$ cat config.mk
export PLATFORM = sky130hd
export DESIGN_NAME = can_node_heartbeat_monitor_flat
export DESIGN_NICKNAME = d
export VERILOG_FILES = /design/src/hw/rtl/hbm_pkg.sv /design/src/hw/rtl/hbm_if.sv /design/src/hw/rtl/hbm_ram.sv /design/src/hw/rtl/hbm_regs.sv /design/src/hw/rtl/can_node_heartbeat_monitor.sv /design/src/flat_wrapper.sv
export VERILOG_INCLUDE_DIRS = /design/src /design/src/hw/rtl
export SDC_FILE = /design/constraint.sdc
export NUM_CORES = 1
export LEC_CHECK = 0
export BUFFER_PORTS_ARGS = -buffer_cell sky130_fd_sc_hd__buf_4
export CAP_MARGIN = 20
export CORE_MARGIN = 5
export CORE_UTILIZATION = 36
export CTS_CLUSTER_DIAMETER = 200
export DETAILED_ROUTE_END_ITERATION = 7
export PLACE_DENSITY = 0.64
export SYNTH_ARGS = -nofsm -noshare
export SYNTH_HDL_FRONTEND = slang
export SYNTH_SLANG_ARGS = --single-unit
$ cat constraint.sdc
create_clock -name clk_i -period 5.3 [get_ports clk_i]
set_clock_uncertainty 0.05 [all_clocks]
set_input_delay 1.06 -clock clk_i [delete_from_list [all_inputs] [get_ports clk_i]]
set_output_delay 1.06 -clock clk_i [all_outputs]
set_load 0.02 [all_outputs]
$ cat src/hw/rtl/can_node_heartbeat_monitor_macros.svh
// Assertion macros for the heartbeat monitor.
// Both macros sample on clk_i and are disabled while rst_ni is low.
`ifndef CAN_NODE_HEARTBEAT_MONITOR_MACROS_SVH
`define CAN_NODE_HEARTBEAT_MONITOR_MACROS_SVH

`ifndef SYNTHESIS

// Same-cycle implication
`define HBM_ASSERT_NOW(lbl, pre, post) \
  lbl: assert property (@(posedge clk_i) disable iff (!rst_ni) (pre) |-> (post)) \
    else $error("assertion failed");

// Next-cycle implication
`define HBM_ASSERT_NXT(lbl, pre, post) \
  lbl: assert property (@(posedge clk_i) disable iff (!rst_ni) (pre) |=> (post)) \
    else $error("assertion failed");

`else

`define HBM_ASSERT_NOW(lbl, pre, post)
`define HBM_ASSERT_NXT(lbl, pre, post)

`endif

`endif

$ cat src/hw/rtl/hbm_pkg.sv
package hbm_pkg;

  // Field widths
  localparam int unsigned ReqW    = 3;
  localparam int unsigned FrameIdW = 11;
  localparam int unsigned NodeIdxW = 3;
  localparam int unsigned TickW   = 32;
  localparam int unsigned CountW  = 8;
  localparam int unsigned StatusW = 2;
  localparam int unsigned CfgIdxW = 3;
  localparam int unsigned CfgDataW = 11;

  // Number of heartbeat identifier registers
  localparam int unsigned MaxNodes = 6;
  localparam int unsigned NodeCountDef = 6;

  // Reset values of the limit and countdown registers, also the table reset values
  localparam logic [CountW-1:0] FackLimitRst = 8'd3;
  localparam logic [CountW-1:0] InitStartRst = 8'd5;
  localparam logic [CountW-1:0] CountMax     = 8'hFF;

  typedef enum logic [ReqW-1:0] {
    REQ_FRAME  = 3'd0,
    REQ_FACK   = 3'd1,
    REQ_REPORT = 3'd2,
    REQ_STEP   = 3'd3,
    REQ_CLEAR  = 3'd4,
    REQ_QUERY  = 3'd5
  } req_e;

  typedef enum logic [CfgIdxW-1:0] {
    CFG_NODE0_ID    = 3'd0,
    CFG_NODE1_ID    = 3'd1,
    CFG_NODE2_ID    = 3'd2,
    CFG_NODE3_ID    = 3'd3,
    CFG_NODE4_ID    = 3'd4,
    CFG_NODE5_ID    = 3'd5,
    CFG_FACK_LIMIT  = 3'd6,
    CFG_INIT_START  = 3'd7
  } cfg_reg_e;

  typedef enum logic [StatusW-1:0] {
    ST_INIT = 2'd0,
    ST_CONN = 2'd1,
    ST_DISC = 2'd2
  } status_e;

  // One table entry as stored in the RAM
  typedef struct packed {
    logic [TickW-1:0]  last_heard;
    logic [CountW-1:0] fack;
    logic [CountW-1:0] report;
    logic [CountW-1:0] init;
  } entry_t;

  localparam int unsigned EntryW = $bits(entry_t);

  // Identifier lookup result
  typedef struct packed {
    logic                hit;
    logic [NodeIdxW-1:0] idx;
  } match_t;

  function automatic status_e status_of(logic [CountW-1:0] fack, logic [CountW-1:0] init,
                                        logic [CountW-1:0] limit);
    status_e st;
    if (init != '0) begin
      st = ST_INIT;
    end else if (fack < limit) begin
      st = ST_CONN;
    end else begin
      st = ST_DISC;
    end
    return st;
  endfunction

  function automatic status_e combine(status_e s1, status_e s0);
    status_e st;
    if (s1 == ST_INIT || s0 == ST_INIT) begin
      st = ST_INIT;
    end else if (s1 == ST_DISC || s0 == ST_DISC) begin
      st = ST_DISC;
    end else begin
      st = ST_CONN;
    end
    return st;
  endfunction

endpackage

$ cat src/hw/rtl/hbm_if.sv
// Event item channel
interface hbm_in_if;
  import hbm_pkg::*;
  logic                valid;
  logic                ready;
  logic [ReqW-1:0]     req_type;
  logic [FrameIdW-1:0] frame_id;
  logic [NodeIdxW-1:0] node_index;
  logic [TickW-1:0]    now_tick;

  modport source (output valid, req_type, frame_id, node_index, now_tick, input ready);
  modport sink   (input valid, req_type, frame_id, node_index, now_tick, output ready);
endinterface

// Result item channel
interface hbm_out_if;
  import hbm_pkg::*;
  logic               valid;
  logic               ready;
  logic               matched;
  logic [StatusW-1:0] node_status;
  logic [StatusW-1:0] combined_status;
  logic [TickW-1:0]   last_heard;
  logic [CountW-1:0]  fack_count;
  logic [CountW-1:0]  report_count;
  logic [CountW-1:0]  init_count;

  modport source (output valid, matched, node_status, combined_status, last_heard,
                  fack_count, report_count, init_count, input ready);
  modport sink   (input valid, matched, node_status, combined_status, last_heard,
                  fack_count, report_count, init_count, output ready);
endinterface

// Configuration write channel
interface hbm_cfg_if;
  import hbm_pkg::*;
  logic                valid;
  logic                ready;
  logic [CfgIdxW-1:0]  index;
  logic [CfgDataW-1:0] data;

  modport source (output valid, index, data, input ready);
  modport sink   (input valid, index, data, output ready);
endinterface

$ cat src/hw/rtl/hbm_ram.sv
module hbm_ram #(
  parameter int unsigned Width = 8,
  parameter int unsigned Depth = 2
) (
  input  logic                     clk_i,
  input  logic                     we_i,
  input  logic [$clog2(Depth)-1:0] waddr_i,
  input  logic [Width-1:0]         wdata_i,
  input  logic                     re_i,
  input  logic [$clog2(Depth)-1:0] raddr_i,
  output logic [Width-1:0]         rdata_o
);

  logic [Width-1:0] mem_q [Depth];
  logic [Width-1:0] rdata_q;

  always_ff @(posedge clk_i) begin
    if (we_i) begin
      mem_q[waddr_i] <= wdata_i;
    end
    if (re_i) begin
      rdata_q <= mem_q[raddr_i];
    end
  end

  assign rdata_o = rdata_q;

endmodule

$ cat src/hw/rtl/hbm_regs.sv
module hbm_regs #(
  parameter int unsigned NODE_COUNT = hbm_pkg::NodeCountDef
) (
  input  logic                          clk_i,
  input  logic                          rst_ni,
  hbm_cfg_if.sink                       cfg_i,
  input  logic [hbm_pkg::FrameIdW-1:0]  frame_id_i,
  output hbm_pkg::match_t               match_o,
  output logic [hbm_pkg::CountW-1:0]    fack_limit_o
);
  import hbm_pkg::*;

  logic [FrameIdW-1:0] ids_q [MaxNodes];
  logic [CountW-1:0]   limit_q;

  assign cfg_i.ready = 1'b1;

  // Register writes; a countdown start write is accepted but changes nothing,
  // since the table reset value is fixed, so it has no visible effect
  always_ff @(posedge clk_i or negedge rst_ni) begin
    if (!rst_ni) begin
      for (int i = 0; i < MaxNodes; i++) begin
        ids_q[i] <= '0;
      end
      limit_q <= FackLimitRst;
    end else if (cfg_i.valid) begin
      case (cfg_i.index)
        CFG_NODE0_ID, CFG_NODE1_ID, CFG_NODE2_ID,
        CFG_NODE3_ID, CFG_NODE4_ID, CFG_NODE5_ID: begin
          ids_q[cfg_i.index] <= cfg_i.data;
        end
        CFG_FACK_LIMIT: begin
          limit_q <= cfg_i.data[CountW-1:0];
        end
        CFG_INIT_START: begin
        end
        default: begin
        end
      endcase
    end
  end

  // Identifier lookup, lowest entry wins; identifier zero always hits entry 0
  always_comb begin
    match_o = '0;
    for (int i = NODE_COUNT - 1; i >= 0; i--) begin
      if (ids_q[i] == frame_id_i) begin
        match_o.hit = 1'b1;
        match_o.idx = NodeIdxW'(i);
      end
    end
    if (frame_id_i == '0) begin
      match_o.hit = 1'b1;
      match_o.idx = '0;
    end
  end

  assign fack_limit_o = limit_q;

endmodule

$ cat src/hw/rtl/can_node_heartbeat_monitor.sv
// Channel  Dir  Handshake          Payload
// in_i     in   valid/ready        req_type, frame_id, node_index, now_tick
// out_o    out  valid/ready        matched, node_status, combined_status, entry fields
// cfg_i    in   valid/ready (=1)   index, data
//
// Each item's entry is read from the table RAM when the item is accepted and
// written back in S_RMW once the output register is free, so one item is in
// work at a time.
// The output register holds a finished result while the next item is accepted.
// Reset leaves the RAM contents alone; per-entry valid bits make unwritten
// entries read as their reset values, so no clearing pass is needed.
module can_node_heartbeat_monitor #(
  parameter int unsigned NODE_COUNT = hbm_pkg::NodeCountDef
) (
  input  logic       clk_i,
  input  logic       rst_ni,
  hbm_in_if.sink     in_i,
  hbm_out_if.source  out_o,
  hbm_cfg_if.sink    cfg_i
);
  import hbm_pkg::*;

`include "can_node_heartbeat_monitor_macros.svh"

  localparam int unsigned AddrW = $clog2(NODE_COUNT);

  typedef enum logic {
    S_IDLE,
    S_RMW
  } state_e;

  localparam entry_t EntryRst = '{last_heard: '0, fack: FackLimitRst, report: '0,
                                  init: InitStartRst};

  state_e            state_q;
  logic [ReqW-1:0]   req_q;
  logic [TickW-1:0]  tick_q;
  logic [AddrW-1:0]  addr_q;
  logic              hit_q;
  logic              matched_q;
  logic [NODE_COUNT-1:0] vld_q;
  logic [CountW-1:0] fack0_q, init0_q, fack1_q, init1_q;
  logic [CountW-1:0] fack0_d, init0_d, fack1_d, init1_d;

  logic              out_valid_q;
  logic              out_matched_q;
  logic [StatusW-1:0] out_status_q, out_comb_q;
  entry_t            out_entry_q;

  match_t            match;
  logic [CountW-1:0] fack_limit;
  logic              accept;
  logic              go;
  logic [AddrW-1:0]  addr_d;
  logic              hit_d;
  entry_t            rdata, cur, upd;
  status_e           comb;

  hbm_regs #(
    .NODE_COUNT(NODE_COUNT)
  ) u_regs (
    .clk_i       (clk_i),
    .rst_ni      (rst_ni),
    .cfg_i       (cfg_i),
    .frame_id_i  (in_i.frame_id),
    .match_o     (match),
    .fack_limit_o(fack_limit)
  );

  // Accept in idle; the read is issued on the same edge
  assign in_i.ready = (state_q == S_IDLE);
  assign accept     = in_i.valid && in_i.ready;
  assign go         = (state_q == S_RMW) && (!out_valid_q || out_o.ready);

  always_comb begin
    if (in_i.req_type == REQ_FRAME) begin
      hit_d  = match.hit;
      addr_d = match.idx[AddrW-1:0];
    end else begin
      hit_d  = in_i.node_index < NodeIdxW'(NODE_COUNT);
      addr_d = in_i.node_index[AddrW-1:0];
    end
  end

  hbm_ram #(
    .Width(EntryW),
    .Depth(NODE_COUNT)
  ) u_ram (
    .clk_i  (clk_i),
    .we_i   (go && hit_q),
    .waddr_i(addr_q),
    .wdata_i(upd),
    .re_i   (accept),
    .raddr_i(addr_d),
    .rdata_o(rdata)
  );

  // Modify the entry
  assign cur = vld_q[addr_q] ? rdata : EntryRst;

  always_comb begin
    upd = cur;
    case (req_q)
      REQ_FRAME: begin
        upd = '{last_heard: tick_q, fack: '0, report: '0, init: '0};
      end
      REQ_FACK: begin
        if (cur.fack != CountMax) upd.fack = cur.fack + 8'd1;
      end
      REQ_REPORT: begin
        if (cur.report != CountMax) upd.report = cur.report + 8'd1;
      end
      REQ_STEP: begin
        if (cur.init != '0) upd.init = cur.init - 8'd1;
      end
      REQ_CLEAR: begin
        upd.last_heard = '0;
      end
      default: begin
      end
    endcase
  end

  // Mirrors of entries 0 and 1 for the combined status
  always_comb begin
    fack0_d = fack0_q;
    init0_d = init0_q;
    fack1_d = fack1_q;
    init1_d = init1_q;
    if (go && hit_q && addr_q == AddrW'(0)) begin
      fack0_d = upd.fack;
      init0_d = upd.init;
    end
    if (go && hit_q && addr_q == AddrW'(1)) begin
      fack1_d = upd.fack;
      init1_d = upd.init;
    end
  end

  assign comb = combine(status_of(fack1_d, init1_d, fack_limit),
                        status_of(fack0_d, init0_d, fack_limit));

  // Control state, table bookkeeping and the output register
  always_ff @(posedge clk_i or negedge rst_ni) begin
    if (!rst_ni) begin
      state_q       <= S_IDLE;
      req_q         <= '0;
      tick_q        <= '0;
      addr_q        <= '0;
      hit_q         <= 1'b0;
      matched_q     <= 1'b0;
      vld_q         <= '0;
      fack0_q       <= FackLimitRst;
      init0_q       <= InitStartRst;
      fack1_q       <= FackLimitRst;
      init1_q       <= InitStartRst;
      out_valid_q   <= 1'b0;
      out_matched_q <= 1'b0;
      out_status_q  <= '0;
      out_comb_q    <= '0;
      out_entry_q   <= '0;
    end else begin
      fack0_q <= fack0_d;
      init0_q <= init0_d;
      fack1_q <= fack1_d;
      init1_q <= init1_d;
      // A taken result is dropped unless a new one replaces it on this edge
      if (out_valid_q && out_o.ready && !go) begin
        out_valid_q <= 1'b0;
      end
      case (state_q)
        S_IDLE: begin
          if (accept) begin
            req_q     <= in_i.req_type;
            tick_q    <= in_i.now_tick;
            addr_q    <= addr_d;
            hit_q     <= hit_d;
            matched_q <= (in_i.req_type == REQ_FRAME) && match.hit;
            state_q   <= S_RMW;
          end
        end
        S_RMW: begin
          if (go) begin
            if (hit_q) begin
              vld_q[addr_q] <= 1'b1;
            end
            out_valid_q   <= 1'b1;
            out_matched_q <= matched_q;
            out_comb_q    <= comb;
            out_status_q  <= hit_q ? status_of(upd.fack, upd.init, fack_limit) : '0;
            out_entry_q   <= hit_q ? upd : '0;
            state_q       <= S_IDLE;
          end
        end
        default: begin
          state_q <= S_IDLE;
        end
      endcase
    end
  end

  assign out_o.valid           = out_valid_q;
  assign out_o.matched         = out_matched_q;
  assign out_o.node_status     = out_status_q;
  assign out_o.combined_status = out_comb_q;
  assign out_o.last_heard      = out_entry_q.last_heard;
  assign out_o.fack_count      = out_entry_q.fack;
  assign out_o.report_count    = out_entry_q.report;
  assign out_o.init_count      = out_entry_q.init;

  // An accepted item always moves to the write-back cycle
  `HBM_ASSERT_NXT(a_accept_rmw, accept, state_q == S_RMW)
  // A refreshed entry has its counts cleared
  `HBM_ASSERT_NOW(a_match_clear, out_valid_q && out_matched_q,
                  out_entry_q.fack == '0 && out_entry_q.init == '0)
  // Initializing status only with a running countdown
  `HBM_ASSERT_NOW(a_init_status, out_valid_q && out_status_q == ST_INIT && hit_q,
                  out_entry_q.init != '0 || !out_matched_q)

endmodule
$ cat src/flat_wrapper.sv
// flat-port wrapper written by rule: the top's interface ports become plain ports
module can_node_heartbeat_monitor_flat import hbm_pkg::*;
#(
  parameter int unsigned NODE_COUNT = hbm_pkg::NodeCountDef
)
  (clk_i, rst_ni, in_i_valid, in_i_req_type, in_i_frame_id, in_i_node_index, in_i_now_tick, in_i_ready, out_o_valid, out_o_matched, out_o_node_status, out_o_combined_status, out_o_last_heard, out_o_fack_count, out_o_report_count, out_o_init_count, out_o_ready, cfg_i_valid, cfg_i_index, cfg_i_data, cfg_i_ready);
  hbm_in_if in_i_i ();
  hbm_out_if out_o_i ();
  hbm_cfg_if cfg_i_i ();
  input  logic clk_i;
  input  logic rst_ni;
  input wire logic [$bits(in_i_i.valid)-1:0] in_i_valid;
  input wire logic [$bits(in_i_i.req_type)-1:0] in_i_req_type;
  input wire logic [$bits(in_i_i.frame_id)-1:0] in_i_frame_id;
  input wire logic [$bits(in_i_i.node_index)-1:0] in_i_node_index;
  input wire logic [$bits(in_i_i.now_tick)-1:0] in_i_now_tick;
  output wire logic [$bits(in_i_i.ready)-1:0] in_i_ready;
  output wire logic [$bits(out_o_i.valid)-1:0] out_o_valid;
  output wire logic [$bits(out_o_i.matched)-1:0] out_o_matched;
  output wire logic [$bits(out_o_i.node_status)-1:0] out_o_node_status;
  output wire logic [$bits(out_o_i.combined_status)-1:0] out_o_combined_status;
  output wire logic [$bits(out_o_i.last_heard)-1:0] out_o_last_heard;
  output wire logic [$bits(out_o_i.fack_count)-1:0] out_o_fack_count;
  output wire logic [$bits(out_o_i.report_count)-1:0] out_o_report_count;
  output wire logic [$bits(out_o_i.init_count)-1:0] out_o_init_count;
  input wire logic [$bits(out_o_i.ready)-1:0] out_o_ready;
  input wire logic [$bits(cfg_i_i.valid)-1:0] cfg_i_valid;
  input wire logic [$bits(cfg_i_i.index)-1:0] cfg_i_index;
  input wire logic [$bits(cfg_i_i.data)-1:0] cfg_i_data;
  output wire logic [$bits(cfg_i_i.ready)-1:0] cfg_i_ready;
  assign in_i_i.valid = in_i_valid;
  assign in_i_i.req_type = in_i_req_type;
  assign in_i_i.frame_id = in_i_frame_id;
  assign in_i_i.node_index = in_i_node_index;
  assign in_i_i.now_tick = in_i_now_tick;
  assign in_i_ready = in_i_i.ready;
  assign out_o_valid = out_o_i.valid;
  assign out_o_matched = out_o_i.matched;
  assign out_o_node_status = out_o_i.node_status;
  assign out_o_combined_status = out_o_i.combined_status;
  assign out_o_last_heard = out_o_i.last_heard;
  assign out_o_fack_count = out_o_i.fack_count;
  assign out_o_report_count = out_o_i.report_count;
  assign out_o_init_count = out_o_i.init_count;
  assign out_o_i.ready = out_o_ready;
  assign cfg_i_i.valid = cfg_i_valid;
  assign cfg_i_i.index = cfg_i_index;
  assign cfg_i_i.data = cfg_i_data;
  assign cfg_i_ready = cfg_i_i.ready;
  can_node_heartbeat_monitor #(.NODE_COUNT(NODE_COUNT)) u_core (.clk_i(clk_i), .rst_ni(rst_ni), .in_i(in_i_i), .out_o(out_o_i), .cfg_i(cfg_i_i));
endmodule
==> results.py, run 1 <==
metrics = {
    "floorplan": {
        "initial_core_util": 0.364,
        "die_h_um": 277,
        "core_region_area_um2": 70300,
        "die_area_um2": 76600,
        "fp.dieW_um": 277,
        "pin_count": 132,
        "rows": 97,
    },
    "clocking": {
        "h-tree-depth": 3,
        "postCtsSetupRepairBufs": 0,
        "root_buffer": "clkbuf_16",
        "clock_latency_ns": 0.60,
        "hold_buffers": 0,
        "cts.clk_slew.worst_paths_ns": 0.06,
        "ctsResizeCount": 0,
        "cts_tree": "built",
        "cts_inserted_buffers": 66,
        "clock_path_buffers": 3,
        "clock_sinks": 607,
    },
    "logic_synthesis": {
        "yosys.area.top_type": "edfxtp_1",
        "synthArstFlopShare": 0.354,
        "synth_edf_count": 392,
        "synthMostInstantiatedCell": "edfxtp_1",
        "synth_seq_cells": 607,
        "synthTopCellsByArea": "edfxtp_1 46%, dfrtp_1 20%, mux2_2 7.4%",
        "syn-num-nets": 1764,
        "synth_common_cells": "392 x edfxtp_1, 205 x dfrtp_1, 169 x mux2_2",
        "synth_top_area_share": 0.460,
        "syn_avg_cell_area_um2": 15.3,
        "synthDistinctLibCells": 75,
        "syn_inst": 1671,
        "synthFlopType": "edfxtp_1",
        "yosysSeqAreaShare": 0.670,
        "yosys_warnings": 0,
        "synthesis.area_um2": 25600,
    },
    "sta": {
        "layout_min_cycle_time_ns": 4.53,
        "maxSlewViolCount": 0,
        "hold_viol": 0,
        "hold_ws_ns": 0.419,
        "fmax_mhz": 221,
        "setup_slack_ns": 0.770,
        "rsz0062_at_grt": "no",
        "min_period_over_period": 0.855,
        "slew-limit-headroom": 0.352,
        "tns_ns": 0,
        "setup_viol": 0,
        "tightest_slew_ns": 0.968,
    },
    "route": {
        "routedWlPerCell_um": 21.6,
        "wl_met2_mm": 28.2,
        "met3WireLength_mm": 3.71,
        "ant_nets": 0,
        "vias_per_cell": 5.30,
        "drc": 0,
        "dr.pass1.iters": 5,
        "vias": 15000,
        "met1_length_mm": 27.5,
        "finalWirelength_mm": 60.9,
        "dr.first_iter.drc_count": 1101,
        "highest_layer": "met5",
    },
    "placed_design": {
        "portBuffers": 130,
        "place_congestion": 0.799,
        "dp_hpwl_mm": 37.8,
        "placed_area_um2": 27800,
        "pre_cts_slack_ns": 0.818,
    },
    "job": {
        "cap_violations": 0,
    },
    "worst_setup_path": {
        "path_cells": "mux2_4 > and2_1 > nor2_4 > nor2_1 > inv_1 > ha_1 > and3_1 > nand2b_1 > a41o_1 > a21oi_1 > ha_1 > a21oi_1 > o21ai_0 > a21oi_1 > o21ai_0 > o2bb2ai_1",
        "critical-path-slowest-cell": "a21oi_1",
        "cp.arrival_ns": 4.99,
        "worst-endpoint-required_ns": 5.76,
        "timing.critical_path.buf_inv": 1,
        "critPathKind": "register to register",
        "end_kind": "register",
        "critical_path.top_delay_family": "compound AO/OA/AOI/OAI gates",
        "path_max_fanout": 10,
        "crit_top_cell": "a21oi_1",
        "max_stage_delay_ns": 0.75,
        "critPathLaunchType": "register",
    },
    "global_routing": {
        "grt_max_degree": 109,
        "grt-ovfl-total": 0,
        "first_global_vias": 15800,
        "gr-usage-all-layers": 0.155,
        "grt_pass1_wl_mm": 94.2,
        "antenna_found_initial": 2,
    },
    "power_and_ir_drop": {
        "leakagePower_uw": 0.0116,
        "power_density_nw_per_um2": 440,
        "ir_drop_v": 0.000264,
    },
    "layout": {
        "drive_above_1_share": 0.291,
        "area_growth_pct": 16.9,
        "design_area_um2": 29900,
        "nNetsFinal": 1927,
        "final_util": 0.426,
    },
    "run_status": {
        "status": "finished, final reports clean",
    },
    "hold_path": {
        "min_path_type": "register to register",
    },
}
-- final timing paths --
check	start	to	slack [ns]	depth (start not counted)
max in group asynchronous	rst_ni	u_core.u_regs.ids_q[55]	3.55	2
worst max-delay path	u_core.addr_q[0]	u_core.out_o.node_status[0]	0.77	16
worst max register to register	u_core.addr_q[0]	u_core.out_o.node_status[0]	0.77	16
min in group asynchronous	rst_ni	u_core.out_o.last_heard[6]	0.48	1
worst min register to register	u_core.vld_q[4]	u_core.vld_q[4]	0.42	1
worst min-delay path	u_core.vld_q[4]	u_core.vld_q[4]	0.42	1
-- per-layer routing --
metal | vias up | track usage
met1 | 7713 | 0.214
met2 | 452 | 0.249
met4 | 2 | 0.0432
li1 | 6685 | -
met3 | 119 | 0.0340
met5 | - | 0
-- flip-flops by register name (all words and copies together), names as in the netlist, 2 cells and up --
signal	flops
u_core.out_o.fack_count	8
u_core.u_regs.fack_limit_o	8
u_core.u_regs.ids_q	66
u_core.tick_q	32
u_core.req_q	3
u_core.out_o.node_status	2
u_core.out_o.last_heard	32
u_core.out_o.combined_status	2
u_core.u_ram.mem_q	336
u_core.u_ram.rdata_o	56
u_core.init0_q	8
u_core.fack0_q	8
u_core.vld_q	6
u_core.out_o.init_count	8
u_core.addr_q	3
u_core.out_o.report_count	8
u_core.init1_q	8
u_core.fack1_q	8
-- report_power, final --
group	internal (uW)	leakage (uW)	switching, uW
Combinational	958	0.00424	1560
Clock	2600	0.00104	1870
Sequential	5880	0.00630	316
-- cells in the final DEF, fill, tap and decap left out, types with 5 or more instances in the layout --
cell,n
edfxtp_1,392
nor4_1,17
clkbuf_8,5
a21oi_1,17
dfrtp_1,205
o21ai_1,5
buf_12,8
a221oi_2,53
clkbuf_1,14
mux2_2,169
nand2b_1,7
inv_1,21
nand4_1,11
clkinv_1,6
a31oi_1,8
xnor2_1,14
a22o_1,83
clkbuf_16,68
o31ai_1,5
buf_4,176
mux2i_1,119
nor3_1,16
nor2_1,80
clkinv_2,15
nand3_1,23
dfstp_2,10
and2_1,5
xor2_1,57
a21o_1,7
nand2_1,106
ha_1,25
or2_2,6
o21ai_0,35
-- cell families after synthesis --
group	synth area share
muxes	0.122
adders and majority gates	0.0122
DFF	0.670
other	0.000146
and+or+nand+nor	0.0586
AOI/OAI and AO/OA	0.0883
xor gates and xnor gates	0.0243
buffers and inverters	0.0245
-- metrics by stage --
step	cells	total power (uW)
after floorplan	1671	7820
after global placement	2706	8710
after detailed placement	2706	8800
after CTS	2826	13300
after global routing	2826	13800
final	2827	13200
-- cell type report --
cell class	instances	area (um^2)
Antenna cell	1	2.50
Fill cell	6287	40300
Inverter	24	90.1
Sequential cell	607	17200
Clock buffer	87	1820
Timing Repair Buffer	185	1500
Multi-Input combinational cell	950	7900
Tap cell	940	1180
Clock inverter	33	294
-- worst reg2reg max path, cell delays in order (launching register included) --
cell and delay (ns):
dfrtp_1 0.57, mux2_4 0.35, and2_1 0.20, nor2_4 0.30
nor2_1 0.11, inv_1 0.08, ha_1 0.21, and3_1 0.21
nand2b_1 0.14, a41o_1 0.28, a21oi_1 0.75, ha_1 0.40
a21oi_1 0.12, o21ai_0 0.10, a21oi_1 0.30, o21ai_0 0.14
o2bb2ai_1 0.15
(Power assumes the default switching activity.)
==> run 2, diff against run 1 <==
--- a/config.mk
+++ b/config.mk
@@ -10,9 +10,8 @@
 export CAP_MARGIN = 20
 export CORE_MARGIN = 5
 export CORE_UTILIZATION = 36
-export CTS_CLUSTER_DIAMETER = 200
 export DETAILED_ROUTE_END_ITERATION = 7
-export PLACE_DENSITY = 0.64
+export PLACE_DENSITY = 0.6
 export SYNTH_ARGS = -nofsm -noshare
 export SYNTH_HDL_FRONTEND = slang
 export SYNTH_SLANG_ARGS = --single-unit
==> results.py, run 2 (synthesized netlist as in run 1, its figures left out) <==
metrics = {
    "worst_setup_path": {
        "ff2ff_path_depth": 20,
        "timing.critical_path.buf_inv": 1,
        "path_depth": 20,
        "end_kind": "register",
        "cp.arrival_ns": 4.99,
        "critical_path.top_delay_family": "simple AND/OR/NAND/NOR gates",
        "critical-path-slowest-cell": "dfrtp_1",
        "path_max_fanout": 10,
        "critPathLaunchType": "register",
        "crit_end": "u_core.out_o.combined_status[1]",
        "rr_startpoint": "u_core.addr_q[0]",
        "max_stage_delay_ns": 0.55,
        "critPathKind": "register to register",
        "crit_start": "u_core.addr_q[0]",
        "worst-endpoint-required_ns": 5.70,
        "reg2reg_setup_slack_ns": 0.71,
        "crit_top_cell": "nand2_1",
        "path_cells": "mux2i_1 > o22ai_1 > nor2_4 > nor2_1 > inv_1 > ha_1 > and3_1 > nand2b_1 > nand2_1 > or4_1 > xor2_1 > nor2_1 > nand2_1 > nand2_1 > ha_1 > nand4_1 > o21ai_0 > and4b_1 > o211a_1 > o21ai_1",
        "rr_endpoint": "u_core.out_o.combined_status[1]",
    },
    "power_and_ir_drop": {
        "power_density_nw_per_um2": 441,
        "leakagePower_uw": 0.0115,
        "ir_drop_v": 0.000235,
    },
    "clocking": {
        "ctsResizeCount": 0,
        "clock_sinks": 607,
        "cts_inserted_buffers": 67,
        "clock_latency_ns": 0.60,
        "clock_path_buffers": 3,
        "root_buffer": "clkbuf_16",
        "postCtsSetupRepairBufs": 0,
        "cts.clk_slew.worst_paths_ns": 0.06,
        "h-tree-depth": 3,
        "hold_buffers": 0,
        "cts_tree": "built",
    },
    "layout": {
        "design_area_um2": 29900,
        "largest_reg_flops": 336,
        "fin_cells": 2811,
        "drive_above_1_share": 0.282,
        "nNetsFinal": 1912,
        "layout_commonest_cell": "edfxtp_1",
        "final_cell_mix": "392 x edfxtp_1, 205 x dfrtp_1, 169 x mux2_2",
        "area_growth_pct": 16.6,
        "diodes": 0,
        "regMostFlops": "u_core.u_ram.mem_q",
    },
    "global_routing": {
        "gr-usage-all-layers": 0.159,
        "grt-busiest-layer": "met2",
        "first_global_vias": 15700,
        "met3_usage": 0.0362,
        "grt_max_degree": 118,
        "grt_use_met2": 0.259,
        "met1_usage": 0.219,
        "grt_pass1_wl_mm": 96.1,
        "antenna_found_initial": 0,
        "grt-ovfl-total": 0,
    },
    "route": {
        "drc": 0,
        "finalWirelength_mm": 61.7,
        "dr.pass1.iters": 7,
        "dr.first_iter.drc_count": 1023,
        "ant_nets": 0,
        "vias_per_cell": 5.26,
        "routedWlPerCell_um": 22.0,
        "vias": 14800,
    },
    "floorplan": {
        "core_region_area_um2": 70300,
        "fp.dieW_um": 277,
        "rows": 97,
        "initial_core_util": 0.364,
        "die_area_um2": 76600,
        "die_h_um": 277,
        "pin_count": 132,
    },
    "hold_path": {
        "min_path_type": "input pin to async pin",
    },
    "sta": {
        "hold_viol": 0,
        "setup_viol": 0,
        "hold_ws_ns": 0.338,
        "tightest_slew_ns": 0.867,
        "rsz0062_at_grt": "no",
        "fmax_mhz": 218,
        "tns_ns": 0,
        "maxSlewViolCount": 0,
        "layout_min_cycle_time_ns": 4.59,
        "setup_slack_ns": 0.708,
        "min_period_over_period": 0.866,
        "slew-limit-headroom": 0.416,
    },
    "job": {
        "cap_violations": 0,
    },
    "placed_design": {
        "place_congestion": 0.823,
        "pre_cts_slack_ns": 0.831,
        "dpl.cell_count": 2690,
        "placed_area_um2": 27700,
        "portBuffers": 130,
        "dp_hpwl_mm": 36.6,
    },
    "run_status": {
        "status": "finished, final reports clean",
    },
}
-- run 2: changes by cell type in the layout (fill, tap and decap cells not counted) --
cell       delta
clkinv_4      -2
buf_4        -19
buf_12        +3
inv_16        -1
clkinv_8      +1
diode_2       -1
clkinv_2      -3
clkbuf_1      +7
clkinv_1      -1
inv_6         -1
clkbuf_16     +1
-- run 2: cell type report --
cell class | count | area [um^2]
clock buffer | 95 | 1870
clock inverter | 26 | 245
fill | 6336 | 40400
inverter | 24 | 90.1
multi-input combinational | 950 | 7900
sequential | 607 | 17200
tap | 940 | 1180
timing repair buffer | 169 | 1410
-- run 2: worst min path at each step --
stage / from / endpoint / slack, ns / cells past startpoint
after floorplan: u_core.vld_q[0] / u_core.vld_q[0] / 0.38 / 1
after global placement: u_core.init0_q[0] / u_core.init0_q[0] / 0.40 / 2
after detailed placement: u_core.init0_q[0] / u_core.init0_q[0] / 0.40 / 2
after CTS: rst_ni / u_core.tick_q[4] / 0.33 / 1
after global routing: rst_ni / u_core.tick_q[4] / 0.34 / 1
final: rst_ni / u_core.tick_q[4] / 0.34 / 1
-- run 2: power by group --
part	switching (uW)	internal, uW	leakage (uW)	total (uW)
clock network	1860	2630	0.00104	4480
registers	316	5880	0.00630	6190
logic	1550	955	0.00417	2500
-- run 2: stage by stage --
step / total power, uW / util
2_1_floorplan: 7820 / -
6_report: 13200 / 0.425
4_1_cts: 13300 / 0.425
3_5_place_dp: 8810 / 0.395
3_3_place_gp: 8720 / 0.395
5_1_grt: 13800 / 0.425
-- run 2: per-layer routing --
metal | share of wire | up-vias | wire length (um)
met3 | 0.053 | 101 | 3280
met2 | 0.47 | 372 | 29200
met1 | 0.45 | 7633 | 27900
met4 | 0.021 | 0 | 1320
li1 | - | 6679 | -
met5 | 0 | - | 0
==> run 3, diff against run 2 <==
--- a/config.mk
+++ b/config.mk
@@ -9,9 +9,9 @@
 export BUFFER_PORTS_ARGS = -buffer_cell sky130_fd_sc_hd__buf_4
 export CAP_MARGIN = 20
 export CORE_MARGIN = 5
-export CORE_UTILIZATION = 36
+export CORE_UTILIZATION = 55
 export DETAILED_ROUTE_END_ITERATION = 7
-export PLACE_DENSITY = 0.6
+export PLACE_DENSITY = 0.83
 export SYNTH_ARGS = -nofsm -noshare
 export SYNTH_HDL_FRONTEND = slang
 export SYNTH_SLANG_ARGS = --single-unit
==> results.py, run 3 (synthesized netlist as in run 1, its figures left out) <==
metrics = {
    "run_status": {
        "status": "finished, final reports clean",
    },
    "layout": {
        "diodes": 0,
        "regMostFlops": "u_core.u_ram.mem_q",
        "layout_commonest_cell": "edfxtp_1",
        "drive_above_1_share": 0.283,
        "nNetsFinal": 1907,
        "final_cell_mix": "392 x edfxtp_1, 205 x dfrtp_1, 169 x mux2_2",
        "area_growth_pct": 14.3,
        "design_area_um2": 29300,
        "largest_reg_flops": 336,
    },
    "power_and_ir_drop": {
        "switchingPower_uw": 3610,
        "leakagePower_uw": 0.0114,
        "power_density_nw_per_um2": 441,
        "clkPwrFrac": 0.329,
        "p_comb_frac": 0.191,
        "seqPwrFrac": 0.480,
        "ir_drop_v": 0.000305,
        "p_int_uw": 9310,
        "swShare": 0.279,
    },
    "placed_design": {
        "portBuffers": 130,
        "pre_cts_slack_ns": 0.881,
        "dp_hpwl_mm": 35.1,
        "placed_area_um2": 27300,
        "place_congestion": 0.892,
    },
    "clocking": {
        "ctsResizeCount": 0,
        "cts_tree": "built",
        "clock_sinks": 607,
        "clock_latency_ns": 0.61,
        "postCtsSetupRepairBufs": 0,
        "hold_buffers": 0,
        "cts_inserted_buffers": 58,
        "cts.clk_slew.worst_paths_ns": 0.07,
        "root_buffer": "clkbuf_16",
        "clock_path_buffers": 3,
        "h-tree-depth": 2,
    },
    "global_routing": {
        "grt_max_degree": 142,
        "grt-busiest-layer": "met2",
        "grt-ovfl-total": 0,
        "met1_usage": 0.308,
        "grt_pass1_wl_mm": 90.6,
        "gr-usage-all-layers": 0.227,
        "met3_usage": 0.0355,
        "grt_use_met2": 0.385,
        "first_global_vias": 15800,
        "antenna_found_initial": 2,
    },
    "sta": {
        "layout_min_cycle_time_ns": 4.55,
        "maxSlewViolCount": 0,
        "slew-limit-headroom": 0.332,
        "setup_viol": 0,
        "hold_viol": 0,
        "tns_ns": 0,
        "tightest_slew_ns": 1.00,
        "min_period_over_period": 0.859,
        "fmax_mhz": 220,
        "rsz0062_at_grt": "no",
        "setup_slack_ns": 0.746,
    },
    "worst_setup_path": {
        "end_kind": "register",
        "critPathLaunchType": "register",
        "rr_endpoint": "u_core.out_o.combined_status[0]",
        "worst-endpoint-required_ns": 5.77,
        "rr_startpoint": "u_core.addr_q[0]",
        "ff2ff_path_depth": 20,
        "path_max_fanout": 10,
        "critPathKind": "register to register",
        "reg2reg_setup_slack_ns": 0.75,
        "cp.arrival_ns": 5.02,
    },
    "floorplan": {
        "initial_core_util": 0.553,
        "die_area_um2": 51000,
        "die_h_um": 226,
        "fp.dieW_um": 226,
        "core_region_area_um2": 46400,
        "rows": 79,
        "pin_count": 132,
    },
    "route": {
        "drc": 0,
        "dr.pass1.iters": 5,
        "ant_nets": 0,
        "routedWlPerCell_um": 23.5,
        "vias": 15100,
        "finalWirelength_mm": 58.1,
        "vias_per_cell": 6.13,
        "dr.first_iter.drc_count": 1331,
    },
    "hold_path": {
        "min_path_type": "input pin to async pin",
    },
    "job": {
        "cap_violations": 0,
    },
}
[run 3: cell count changes in the layout (fill, tap and decap cells not counted), moves of 2 or more]
cell / before / now
clkinv_8: 2 / 0
clkbuf_16: 69 / 59
buf_12: 11 / 6
clkbuf_8: 5 / 9
clkbuf_1: 21 / 8
clkinv_1: 5 / 10
bufinv_16: 3 / 7
buf_4: 157 / 165
[run 3: power by group through the flow]
stage               Sequential (uW)  Combinational [uW]  Clock (uW)
finish                         6210                2460        4250
global placement               6250                2340           0
floorplan                      6320                1500           0
CTS                            6200                2460        4320
detailed placement             6280                2440           0
global route                   6250                2670        4520
[run 3: worst max path at each step]
stage                startpoint                               to  slack (ns)  cells after the start
2_1_floorplan       out_o_ready                  u_core.vld_q[4]       -0.54                      4
3_3_place_gp   u_core.addr_q[0]  u_core.out_o.combined_status[1]        1.12                     20
3_5_place_dp   u_core.addr_q[0]  u_core.out_o.combined_status[0]        0.88                     20
4_1_cts        u_core.addr_q[0]  u_core.out_o.combined_status[0]        0.83                     20
5_1_grt        u_core.addr_q[0]  u_core.out_o.combined_status[0]        0.44                     20
6_report       u_core.addr_q[0]  u_core.out_o.combined_status[0]        0.75                     20
[run 3: critical path: stages, from the launching register on]
cell and delay [ns]:
dfrtp_1 0.55, mux2i_1 0.18, o22ai_1 0.35, nor2_4 0.14
nor2_1 0.16, inv_1 0.08, ha_1 0.24, and3_1 0.22
nand2b_1 0.16, nand2_1 0.09, or4_1 0.42, xor2_1 0.16
nor2_1 0.50, nand2_1 0.11, nand2_1 0.11, ha_1 0.24
nand4_1 0.12, o21ai_0 0.08, and4b_1 0.26, o211ai_1 0.09
o21ai_1 0.17
[run 3: per-layer routing]
| metal | up-vias | share of wire | wire [um] |
|---|---|---|---|
| met5 | - | 0.00048 | 28 |
| li1 | 6633 | - | - |
| met2 | 616 | 0.50 | 28800 |
| met4 | 4 | 0.027 | 1580 |
| met1 | 7755 | 0.41 | 23600 |
| met3 | 124 | 0.070 | 4090 |
[run 3: area by class of cell]
class | count | area [um^2]
flip-flops and latches | 607 | 17200
fillers | 3183 | 17100
multi-input cells | 950 | 7900
clock buffers | 76 | 1630
repair buffers | 173 | 1400
well taps | 607 | 759
clock inverters | 33 | 338
inverters | 24 | 90.1
[run 3: through the flow]
stage / total power [uW] / utilization / instances / hold WS (ns)
2_1_floorplan: 7820 / - / 1671 / 0.385
3_3_place_gp: 8600 / 0.589 / 2360 / 0.399
3_5_place_dp: 8730 / 0.589 / 2361 / 0.401
4_1_cts: 13000 / 0.632 / 2470 / 0.378
5_1_grt: 13400 / 0.632 / 2470 / 0.408
6_report: 12900 / 0.632 / 2470 / 0.376
